### config.mk
export PLATFORM = sky130hd
export DESIGN_NAME = delta_list_sleep_timer_queue_core
export DESIGN_NICKNAME = d
export VERILOG_FILES = /design/src/dlq_pkg.sv /design/src/delta_list_sleep_timer_queue_core.sv /design/src/dlq_cell.sv /design/src/dlq_ctrl.sv
export SDC_FILE = /design/constraint.sdc
export NUM_CORES = 2
export LEC_CHECK = 0
export ABC_AREA = 1
export BUFFER_PORTS_ARGS = -buffer_cell sky130_fd_sc_hd__buf_2
export CAP_MARGIN = 5
export CORE_MARGIN = 3
export CORE_UTILIZATION = 32
export DETAILED_ROUTE_END_ITERATION = 6
export GPL_TIMING_DRIVEN = 0
export PLACE_DENSITY = 0.52
export SLEW_MARGIN = 20
export SYNTH_ARGS = -nofsm -noshare
export SYNTH_HDL_FRONTEND = slang
export SYNTH_SLANG_ARGS = --single-unit
### constraint.sdc
create_clock -name clk -period 3.65 [get_ports clk]
set_input_delay 0.1825 -clock clk [delete_from_list [all_inputs] [get_ports clk]]
set_output_delay 0.1825 -clock clk [all_outputs]
set_load 0.05 [all_outputs]
### src/dlq_pkg.sv
`timescale 1ns / 1ps
// ----------------------------------------------------------------------------
// dlq_pkg: shared types and constants for the delta-list timer queue
// Holds the action and result codes, cell commands, controller states and
// the link structs that run between neighboring cells.
// ----------------------------------------------------------------------------
package dlq_pkg;

  localparam int PID_W       = 8;
  localparam int DELTA_W     = 16;
  localparam int MAX_RESULTS = 16;
  localparam int RES_CNT_W   = $clog2(MAX_RESULTS + 1);
  localparam int RES_IDX_W   = $clog2(MAX_RESULTS);
  localparam int IN_DATA_W   = 32;
  localparam int OUT_DATA_W  = 32;
  localparam int KIND_W      = 3;
  localparam int OUT_CNT_W   = 5;

  // Input actions
  typedef enum logic [1:0] {
    ACT_ADD     = 2'd0,
    ACT_TICK    = 2'd1,
    ACT_RM_HEAD = 2'd2,
    ACT_RM_TAIL = 2'd3
  } action_t;

  // Result kinds
  typedef enum logic [KIND_W-1:0] {
    KIND_ADDED    = 3'd0,
    KIND_FULL     = 3'd1,
    KIND_RELEASED = 3'd2,
    KIND_NONE     = 3'd3,
    KIND_REMOVED  = 3'd4,
    KIND_EMPTY    = 3'd5
  } kind_t;

  // Commands broadcast to every cell
  typedef enum logic [2:0] {
    OP_HOLD   = 3'd0,
    OP_LAUNCH = 3'd1,
    OP_WALK   = 3'd2,
    OP_INSERT = 3'd3,
    OP_DEC    = 3'd4,
    OP_POP    = 3'd5,
    OP_DROP   = 3'd6
  } cell_op_t;

  // Controller states
  typedef enum logic [2:0] {
    ST_IDLE    = 3'd0,
    ST_EXEC    = 3'd1,
    ST_WALK    = 3'd2,
    ST_INSERT  = 3'd3,
    ST_RELEASE = 3'd4,
    ST_EMIT    = 3'd5
  } state_t;

  typedef struct packed {
    cell_op_t           op;
    logic [PID_W-1:0]   new_pid;
    logic [DELTA_W-1:0] launch_rem;
  } cell_cmd_t;

  // Cell to its right-hand neighbor
  typedef struct packed {
    logic               valid;
    logic [PID_W-1:0]   pid;
    logic [DELTA_W-1:0] delta;
    logic               probe_v;
    logic [DELTA_W-1:0] probe_rem;
    logic               fwd_v;
    logic [DELTA_W-1:0] fwd_rem;
  } fwd_link_t;

  // Cell to its left-hand neighbor
  typedef struct packed {
    logic               valid;
    logic [PID_W-1:0]   pid;
    logic [DELTA_W-1:0] delta;
  } back_link_t;

  // Chain status seen by the controller
  typedef struct packed {
    logic             head_valid;
    logic [PID_W-1:0] head_pid;
    logic             head_zero;
    logic [PID_W-1:0] tail_pid;
    logic             any_stop;
  } chain_status_t;

endpackage

### src/delta_list_sleep_timer_queue_core.sv
`timescale 1ns / 1ps
// ----------------------------------------------------------------------------
// delta_list_sleep_timer_queue_core: delta-list sleep timer queue
// Sleeping process ids kept in wake-up order in a chain of cells, each entry
// holding its wait minus the waits ahead of it.
//
//   channel   | dir | fields
//   ----------+-----+--------------------------------------------------------
//   s_axis    | in  | tdata: action, process_id, delay
//   m_axis    | out | tdata: out_process_id, head_valid, head_process_id,
//             |     |        tail_process_id, entry_count
//             |     | tuser: result_kind; tlast: last_of_run
//
// One item at a time. Remove and rejected add: execute, then hand out the result.
// Add: launch, probe walk (one cell per cycle) to the insert position, insert, emit.
// Tick: decrement, release of each run-out head entry, then the results are handed out.
// Reset (rst, synchronous) empties the list at once; no clearing pass.
// A stalled m_tready holds the output register; the next item is taken once
// the last result of an item has entered it.
// ----------------------------------------------------------------------------
module delta_list_sleep_timer_queue_core
  import dlq_pkg::*;
#(
  parameter int QUEUE_DEPTH = 16
) (
  input  logic                  clk,
  input  logic                  rst,
  input  logic                  s_tvalid,
  output logic                  s_tready,
  input  logic [IN_DATA_W-1:0]  s_tdata,   // action[1:0], process_id[9:2], delay[25:10]
  output logic                  m_tvalid,
  input  logic                  m_tready,
  output logic [OUT_DATA_W-1:0] m_tdata,   // out_process_id[7:0], head_valid[8],
                                           // head_process_id[16:9],
                                           // tail_process_id[24:17], entry_count[29:25]
  output logic [KIND_W-1:0]     m_tuser,   // result_kind[2:0]
  output logic                  m_tlast    // last_of_run
);

  cell_cmd_t     cmd;
  chain_status_t status;
  fwd_link_t     fwd  [QUEUE_DEPTH+1];
  back_link_t    back [QUEUE_DEPTH+1];
  logic          stop [QUEUE_DEPTH];
  logic [PID_W-1:0] tail_sel [QUEUE_DEPTH];

  logic                 out_head_valid;
  logic [PID_W-1:0]     out_pid, out_head_pid, out_tail_pid;
  logic [OUT_CNT_W-1:0] out_count;

  // Chain ends
  assign fwd[0]            = '0;
  assign back[QUEUE_DEPTH] = '0;

  // Row of cells
  for (genvar i = 0; i < QUEUE_DEPTH; i++) begin : g_cell
    dlq_cell u_cell (
      .clk        (clk),
      .rst        (rst),
      .first      (i == 0),
      .cmd        (cmd),
      .from_left  (fwd[i]),
      .from_right (back[i+1]),
      .to_right   (fwd[i+1]),
      .to_left    (back[i]),
      .stop       (stop[i]),
      .tail_pid   (tail_sel[i])
    );
  end

  // Status gathered from the chain
  always_comb begin
    status.head_valid = fwd[1].valid;
    status.head_pid   = fwd[1].pid;
    status.head_zero  = (fwd[1].delta == '0);
    status.tail_pid   = '0;
    status.any_stop   = 1'b0;
    for (int i = 0; i < QUEUE_DEPTH; i++) begin
      status.tail_pid = status.tail_pid | tail_sel[i];
      status.any_stop = status.any_stop | stop[i];
    end
  end

  dlq_ctrl #(
    .QUEUE_DEPTH (QUEUE_DEPTH)
  ) u_ctrl (
    .clk            (clk),
    .rst            (rst),
    .in_valid       (s_tvalid),
    .in_ready       (s_tready),
    .in_action      (s_tdata[1:0]),
    .in_pid         (s_tdata[9:2]),
    .in_delay       (s_tdata[25:10]),
    .status         (status),
    .cmd            (cmd),
    .out_valid      (m_tvalid),
    .out_ready      (m_tready),
    .out_last       (m_tlast),
    .out_kind       (m_tuser),
    .out_pid        (out_pid),
    .out_head_valid (out_head_valid),
    .out_head_pid   (out_head_pid),
    .out_tail_pid   (out_tail_pid),
    .out_count      (out_count)
  );

  // Result packing
  assign m_tdata = {2'b00, out_count, out_tail_pid, out_head_pid, out_head_valid, out_pid};

endmodule

### src/dlq_cell.sv
`timescale 1ns / 1ps
// ----------------------------------------------------------------------------
// dlq_cell: one list slot of the delta-list chain
// Holds a process id, its delta and a valid bit. Shifts toward the head on a
// pop, toward the tail behind the insert point, and carries the insert probe
// one slot per cycle while it searches for its position.
// ----------------------------------------------------------------------------
module dlq_cell
  import dlq_pkg::*;
(
  input  logic       clk,
  input  logic       rst,
  input  logic       first,
  input  cell_cmd_t  cmd,
  input  fwd_link_t  from_left,
  input  back_link_t from_right,
  output fwd_link_t  to_right,
  output back_link_t to_left,
  output logic       stop,
  output logic [PID_W-1:0] tail_pid
);

  logic               valid;
  logic [PID_W-1:0]   pid;
  logic [DELTA_W-1:0] delta;
  logic               probe_v;
  logic [DELTA_W-1:0] probe_rem;
  logic               passed;
  logic [DELTA_W:0]   pop_sum;
  logic [DELTA_W-1:0] pop_sat;

  // Probe stops here at the first slot that is empty or not below it
  always_comb begin
    stop = probe_v && (!valid || (delta >= probe_rem));
    to_right.valid     = valid;
    to_right.pid       = pid;
    to_right.delta     = delta;
    to_right.probe_v   = probe_v;
    to_right.probe_rem = probe_rem;
    to_right.fwd_v     = probe_v && !stop;
    to_right.fwd_rem   = probe_rem - delta;
    to_left.valid      = valid;
    to_left.pid        = pid;
    to_left.delta      = delta;
    tail_pid = (valid && !from_right.valid) ? pid : '0;
  end

  // Head pop folds the old head delta into the successor, saturating
  always_comb begin
    pop_sum = {1'b0, delta} + {1'b0, from_right.delta};
    pop_sat = pop_sum[DELTA_W] ? '1 : pop_sum[DELTA_W-1:0];
  end

  always_ff @(posedge clk) begin
    if (rst) begin
      valid   <= 1'b0;
      probe_v <= 1'b0;
      passed  <= 1'b0;
    end else begin
      case (cmd.op)
        OP_LAUNCH: begin
          probe_v   <= first;
          probe_rem <= cmd.launch_rem;
          passed    <= 1'b0;
        end
        OP_WALK: begin
          if (!stop) begin
            probe_v   <= from_left.fwd_v;
            probe_rem <= from_left.fwd_rem;
            if (probe_v) begin
              passed <= 1'b1;
            end
          end
        end
        OP_INSERT: begin
          probe_v <= 1'b0;
          if (probe_v) begin
            pid   <= cmd.new_pid;
            delta <= probe_rem;
            valid <= 1'b1;
          end else if (!passed) begin
            pid   <= from_left.pid;
            delta <= from_left.probe_v ? (from_left.delta - from_left.probe_rem)
                                       : from_left.delta;
            valid <= from_left.valid;
          end
        end
        OP_DEC: begin
          if (first && (delta != '0)) begin
            delta <= delta - 1'b1;
          end
        end
        OP_POP: begin
          pid   <= from_right.pid;
          valid <= from_right.valid;
          delta <= first ? pop_sat : from_right.delta;
        end
        OP_DROP: begin
          valid <= valid && from_right.valid;
        end
        default: begin
        end
      endcase
    end
  end

endmodule

### src/dlq_ctrl.sv
`timescale 1ns / 1ps
// ----------------------------------------------------------------------------
// dlq_ctrl: sequencer, result buffer and output register
// Runs one item at a time through the cell chain, collects its results and
// then hands them out with the list state left after the whole item.
// ----------------------------------------------------------------------------
module dlq_ctrl
  import dlq_pkg::*;
#(
  parameter int QUEUE_DEPTH = 16
) (
  input  logic                clk,
  input  logic                rst,
  input  logic                in_valid,
  output logic                in_ready,
  input  logic [1:0]          in_action,
  input  logic [PID_W-1:0]    in_pid,
  input  logic [DELTA_W-1:0]  in_delay,
  input  chain_status_t       status,
  output cell_cmd_t           cmd,
  output logic                out_valid,
  input  logic                out_ready,
  output logic                out_last,
  output logic [KIND_W-1:0]   out_kind,
  output logic [PID_W-1:0]    out_pid,
  output logic                out_head_valid,
  output logic [PID_W-1:0]    out_head_pid,
  output logic [PID_W-1:0]    out_tail_pid,
  output logic [OUT_CNT_W-1:0] out_count
);

  localparam int CW = $clog2(QUEUE_DEPTH + 1);

  state_t               state, state_next;
  action_t              act;
  logic [PID_W-1:0]     act_pid;
  logic [DELTA_W-1:0]   act_delay;
  logic [CW-1:0]        cnt;
  kind_t                res_kind [MAX_RESULTS];
  logic [PID_W-1:0]     res_pid  [MAX_RESULTS];
  logic [RES_CNT_W-1:0] n_res;
  logic [RES_IDX_W-1:0] rd_ptr;

  logic                 wr_en;
  kind_t                wr_kind;
  logic [PID_W-1:0]     wr_pid;
  logic                 cnt_inc, cnt_dec;
  logic                 emit;
  logic                 last_res;
  logic                 accept;

  assign in_ready = (state == ST_IDLE);
  assign accept   = in_valid && in_ready;
  assign last_res = (RES_CNT_W'(rd_ptr) + RES_CNT_W'(1)) == n_res;

  // Next state, cell command and result writes
  always_comb begin
    state_next     = state;
    cmd.op         = OP_HOLD;
    cmd.new_pid    = act_pid;
    cmd.launch_rem = (act_delay == '0) ? DELTA_W'(1) : act_delay;
    wr_en          = 1'b0;
    wr_kind        = KIND_ADDED;
    wr_pid         = '0;
    cnt_inc        = 1'b0;
    cnt_dec        = 1'b0;
    emit           = 1'b0;
    case (state)
      ST_IDLE: begin
        if (in_valid) begin
          state_next = ST_EXEC;
        end
      end
      ST_EXEC: begin
        case (act)
          ACT_ADD: begin
            if (cnt == CW'(QUEUE_DEPTH)) begin
              wr_en      = 1'b1;
              wr_kind    = KIND_FULL;
              state_next = ST_EMIT;
            end else begin
              cmd.op     = OP_LAUNCH;
              state_next = ST_WALK;
            end
          end
          ACT_TICK: begin
            cmd.op     = OP_DEC;
            state_next = ST_RELEASE;
          end
          ACT_RM_HEAD: begin
            wr_en      = 1'b1;
            state_next = ST_EMIT;
            if (cnt == '0) begin
              wr_kind = KIND_EMPTY;
            end else begin
              wr_kind = KIND_REMOVED;
              wr_pid  = status.head_pid;
              cmd.op  = OP_POP;
              cnt_dec = 1'b1;
            end
          end
          ACT_RM_TAIL: begin
            wr_en      = 1'b1;
            state_next = ST_EMIT;
            if (cnt == '0) begin
              wr_kind = KIND_EMPTY;
            end else begin
              wr_kind = KIND_REMOVED;
              wr_pid  = status.tail_pid;
              cmd.op  = OP_DROP;
              cnt_dec = 1'b1;
            end
          end
          default: begin
            state_next = ST_IDLE;
          end
        endcase
      end
      ST_WALK: begin
        cmd.op = OP_WALK;
        if (status.any_stop) begin
          state_next = ST_INSERT;
        end
      end
      ST_INSERT: begin
        cmd.op     = OP_INSERT;
        cnt_inc    = 1'b1;
        wr_en      = 1'b1;
        wr_kind    = KIND_ADDED;
        state_next = ST_EMIT;
      end
      ST_RELEASE: begin
        // One release per cycle while the head has run out and the result buffer has room
        if (status.head_valid && status.head_zero &&
            (n_res < RES_CNT_W'(MAX_RESULTS))) begin
          wr_en   = 1'b1;
          wr_kind = KIND_RELEASED;
          wr_pid  = status.head_pid;
          cmd.op  = OP_POP;
          cnt_dec = 1'b1;
        end else begin
          if (n_res == '0) begin
            wr_en   = 1'b1;
            wr_kind = KIND_NONE;
          end
          state_next = ST_EMIT;
        end
      end
      ST_EMIT: begin
        if (!out_valid || out_ready) begin
          emit = 1'b1;
          if (last_res) begin
            state_next = ST_IDLE;
          end
        end
      end
      default: begin
        state_next = ST_IDLE;
      end
    endcase
  end

  // State and control registers
  always_ff @(posedge clk) begin
    if (rst) begin
      state     <= ST_IDLE;
      cnt       <= '0;
      n_res     <= '0;
      rd_ptr    <= '0;
      out_valid <= 1'b0;
    end else begin
      state <= state_next;
      if (cnt_inc) begin
        cnt <= cnt + 1'b1;
      end else if (cnt_dec) begin
        cnt <= cnt - 1'b1;
      end
      if (accept) begin
        n_res  <= '0;
        rd_ptr <= '0;
      end else begin
        if (wr_en) begin
          n_res <= n_res + 1'b1;
        end
        if (emit) begin
          rd_ptr <= rd_ptr + 1'b1;
        end
      end
      if (emit) begin
        out_valid <= 1'b1;
      end else if (out_ready) begin
        out_valid <= 1'b0;
      end
    end
  end

  // Item latch and result buffer
  always_ff @(posedge clk) begin
    if (accept) begin
      act       <= action_t'(in_action);
      act_pid   <= in_pid;
      act_delay <= in_delay;
    end
    if (wr_en) begin
      res_kind[n_res[RES_IDX_W-1:0]] <= wr_kind;
      res_pid[n_res[RES_IDX_W-1:0]]  <= wr_pid;
    end
  end

  // Output register; list state is stable for the whole emit phase
  always_ff @(posedge clk) begin
    if (emit) begin
      out_kind       <= res_kind[rd_ptr];
      out_pid        <= res_pid[rd_ptr];
      out_last       <= last_res;
      out_head_valid <= status.head_valid;
      out_head_pid   <= status.head_valid ? status.head_pid : '0;
      out_tail_pid   <= status.tail_pid;
      out_count      <= OUT_CNT_W'(cnt);
    end
  end

endmodule

==> impl_metrics.json <==
{
  "skew_ps": 78.55,
  "crit_path_start_kind": "register",
  "dpl.hpwl_mm": 241.8,
  "htree_levels": 3,
  "cp_slowest_cell": "nor2_1",
  "cts-root-buf": "clkbuf_16",
  "synth_edf_count": 876,
  "power.share.combinational_pct": 35.0,
  "antenna_found_initial": 22,
  "status": "finished, violations left",
  "p_seq_share_pct": 34.9,
  "clk_path_buf_depth": 3,
  "max_slew.worst_pin.slew_ps": 1241,
  "hold_slack_ps": 82.90,
  "rsz0062_at_grt": "yes",
  "crit_type": "reg2reg",
  "final_common_cell": "nand2_1",
  "syn_inst": 8422,
  "p_per_area_nw_per_um2": 515.3,
  "internal_power_mw": 24.35,
  "p_leak_nw": 32.70,
  "drc": 14,
  "die_area_sq_um": 221200,
  "cp.arrival_ps": 4640,
  "utilization_pct": 36.79,
  "num_rows": 169,
  "cp_common_cell": "nand2_1",
  "peakVddDrop_v": 0.0004761,
  "async_flop_share_pct": 0,
  "grt_use_total_pct": 27.04,
  "port_buffers": 65,
  "pin_count": 74,
  "final_cell_mix": "nand2_1 (1506), inv_1 (1124), o21ai_0 (881)",
  "start_util_pct": 32.34,
  "core_sq_um": 213400,
  "maxCapViolCount": 0,
  "via_per_inst": 5.539,
  "dr.pass1.iters": 7,
  "fp.dieH_microns": 470.4,
  "whs_path_depth": 2,
  "failed_checks": "design-rule violations, negative setup slack",
  "grt_pass1_wl_mm": 440.0,
  "clkPwrFrac_pct": 30.2,
  "routed_wl_mm": 311.5,
  "relSlewSlack_pct": 17.30,
  "period_share_pct": 107.2,
  "design_area_sq_um": 78490,
  "path_max_fanout": 8,
  "final-setup-viol-count": 17,
  "ys_types": 68,
  "switching_power_mw": 16.10,
  "finalHoldViolCount": 0,
  "synth_seq_cells": 942,
  "synth.top_cell.area_share_pct": 38.12,
  "syn_avg_cell_area_sq_um": 8.193,
  "cts_made_buffers": 117,
  "switching_share_pct": 39.80,
  "grt_max_degree": 37,
  "placed_area_sq_um": 73620,
  "clock_latency_ps": 810,
  "ys_seq_area_share_pct": 40.04,
  "wire_per_inst_microns": 26.77,
  "fin_crit_ps": 3912,
  "cts_tree": "done",
  "grt-ovfl-total": 0,
  "slew_violations": 0,
  "clock_sinks": 942,
  "synthFlopType": "edfxtp_1",
  "min_path_type": "in2reg",
  "drt_iter0_markers": 7751,
  "synth_top_area_cell": "edfxtp_1",
  "worst_setup_path_end_kind": "register",
  "dieWidth_microns": 470.4,
  "fillers": 21980,
  "via_count": 64450,
  "cts.clk_slew.worst_paths_ps": 60,
  "yosys_warnings": 0,
  "reg2reg_depth": 11,
  "slowest_delay_ps": 940,
  "place.gp.congestion": 1.018,
  "fin_nets": 9273,
  "required_ps": 4380,
  "synthTopCellsByArea": "edfxtp_1 (38%), ha_1 (9.2%), nand2_1 (8.2%)",
  "drive_above_1_share_pct": 7.388,
  "fin_ws_ps": -261.7,
  "crit_chain": "nor4_1, nand2_1, nand2_1, inv_1, nand2_1, nand2_1, nor2_1, inv_2, o21ai_0, o211ai_1, inv_1",
  "syn_to_final_growth_pct": 13.74,
  "first_global_vias": 61820,
  "synth_area_sq_um": 69000,
  "postRouteAntennaNets": 0,
  "max_freq_ghz": 0.2556,
  "pre_cts_ws_ps": -1158
}
==> metrics by stage <==
step	power, mW	instances	setup TNS [ps]
finish	40.45	11640	-1427
global route	41.99	11620	-35.53
CTS	40.10	11600	0
detailed placement	27.83	11340	-305410
global placement	27.49	11310	-806510
floorplan	22.08	8423	0
==> per-layer routing <==
metal,vias up,GRT usage [%],part of all wire (%)
met2,3179,42.49,44
met5,-,0,0.0055
met4,2,10.87,4.6
li1,29270,-,-
met1,31430,36.89,43
met3,566,4.525,8.4
==> power groups by stage <==
stage                     clock network (mW)  registers, mW  logic (mW)
after floorplan                            0           14.1        7.94
after global placement                     0           14.3        13.2
after detailed placement                   0           14.3        13.6
final                                   12.2           14.1        14.1
after CTS                               12.3           14.1        13.7
after global routing                    12.7           14.1        15.1
==> registers in the layout (all words and copies together), names as in the netlist, 16 cells and up <==
register	flops
g_cell.u_cell.delta	256
g_cell.u_cell.probe_rem	256
g_cell.u_cell.pid	128
u_ctrl.res_pid	128
u_ctrl.res_kind	48
g_cell.u_cell.passed	16
g_cell.u_cell.probe_v	16
g_cell.u_cell.valid	16
u_ctrl.act_delay	16
==> cell usage after synthesis (all sizes together), types with 9 or more instances <==
| cell type | instances |
|---|---|
| nand2 | 1531 |
| inv | 1156 |
| o21ai | 1134 |
| edfxtp | 876 |
| a21oi | 733 |
| nor2 | 596 |
| ha | 506 |
| clkbuf | 294 |
| xor2 | 269 |
| nand3 | 205 |
| o211ai | 173 |
| buf | 135 |
| xnor2 | 120 |
| a31oi | 101 |
| dfxtp | 66 |
| nor3 | 62 |
| o221ai | 53 |
| o21bai | 49 |
| o2111ai | 43 |
| nand4 | 38 |
| mux2i | 35 |
| fa | 32 |
| o22ai | 24 |
| a21o | 23 |
| o21a | 21 |
| a211oi | 19 |
| nor4 | 18 |
| a22oi | 14 |
| a21boi | 13 |
| a221oi | 11 |
| clkinv | 9 |
| or2 | 9 |
==> what timing repair did <==
action / 4_1_cts / 5_1_grt
endpoints found under the hold margin: 42 / 0
pin swaps: 0 / 1
endpoints found under the setup margin: 633 / 331
buffers inserted: 12 / 14
cloned: 6 / 1
resized for setup: 38 / 23
hold buffers: 29 / 0
==> logic make-up (layout without fill, tap and decap cells) <==
family	after synthesis	count (layout)	share of synthesized area, %
compound gates	2445	2445	20.52
xor+xnor	389	389	4.938
fa+ha+maj	538	538	10.10
buf+inv	1594	1969	9.400
flops	942	942	40.04
mux	35	35	0.5077
other cells	1	19	0.005435
simple gates	2478	2478	14.49
==> final timing paths <==
check / start / to / slack [ps]
setup / recovery: u_ctrl.cnt[0]$_SDFFE_PP0P_ / g_cell[9].u_cell.probe_v$_SDFFE_PP0P_ / -260
hold / removal: s_tdata[17] / u_ctrl.act_delay[7]$_DFFE_PP_ / 80
setup reg to reg: u_ctrl.cnt[0]$_SDFFE_PP0P_ / g_cell[9].u_cell.probe_v$_SDFFE_PP0P_ / -260
hold reg to reg: g_cell[5].u_cell.passed$_SDFFE_PP0P_ / g_cell[5].u_cell.passed$_SDFFE_PP0P_ / 450
==> worst max-delay path, delay by kind of cell (launching register included) <==
kind	cells	cell delay (ps)
compound gates	2	310
simple gates	6	2510
flops	1	430
buf+inv	3	570
==> layout make-up <==
| cell class | instances | area [sq um] | share of cell area, % |
|---|---|---|---|
| diodes | 17 | 42.54 | 0.05420 |
| well taps | 2821 | 3530 | 4.497 |
| clock inverters | 78 | 922.1 | 1.175 |
| flip-flops and latches | 942 | 27630 | 35.20 |
| multi-input cells | 5887 | 35150 | 44.79 |
| inverters | 1165 | 4439 | 5.656 |
| plain buffers | 429 | 2172 | 2.767 |
| repair buffers | 150 | 1528 | 1.946 |
| repair inverters | 7 | 50.05 | 0.06377 |
| clock buffers | 140 | 3024 | 3.853 |
Note: power is estimated with default switching activity, not from simulation.
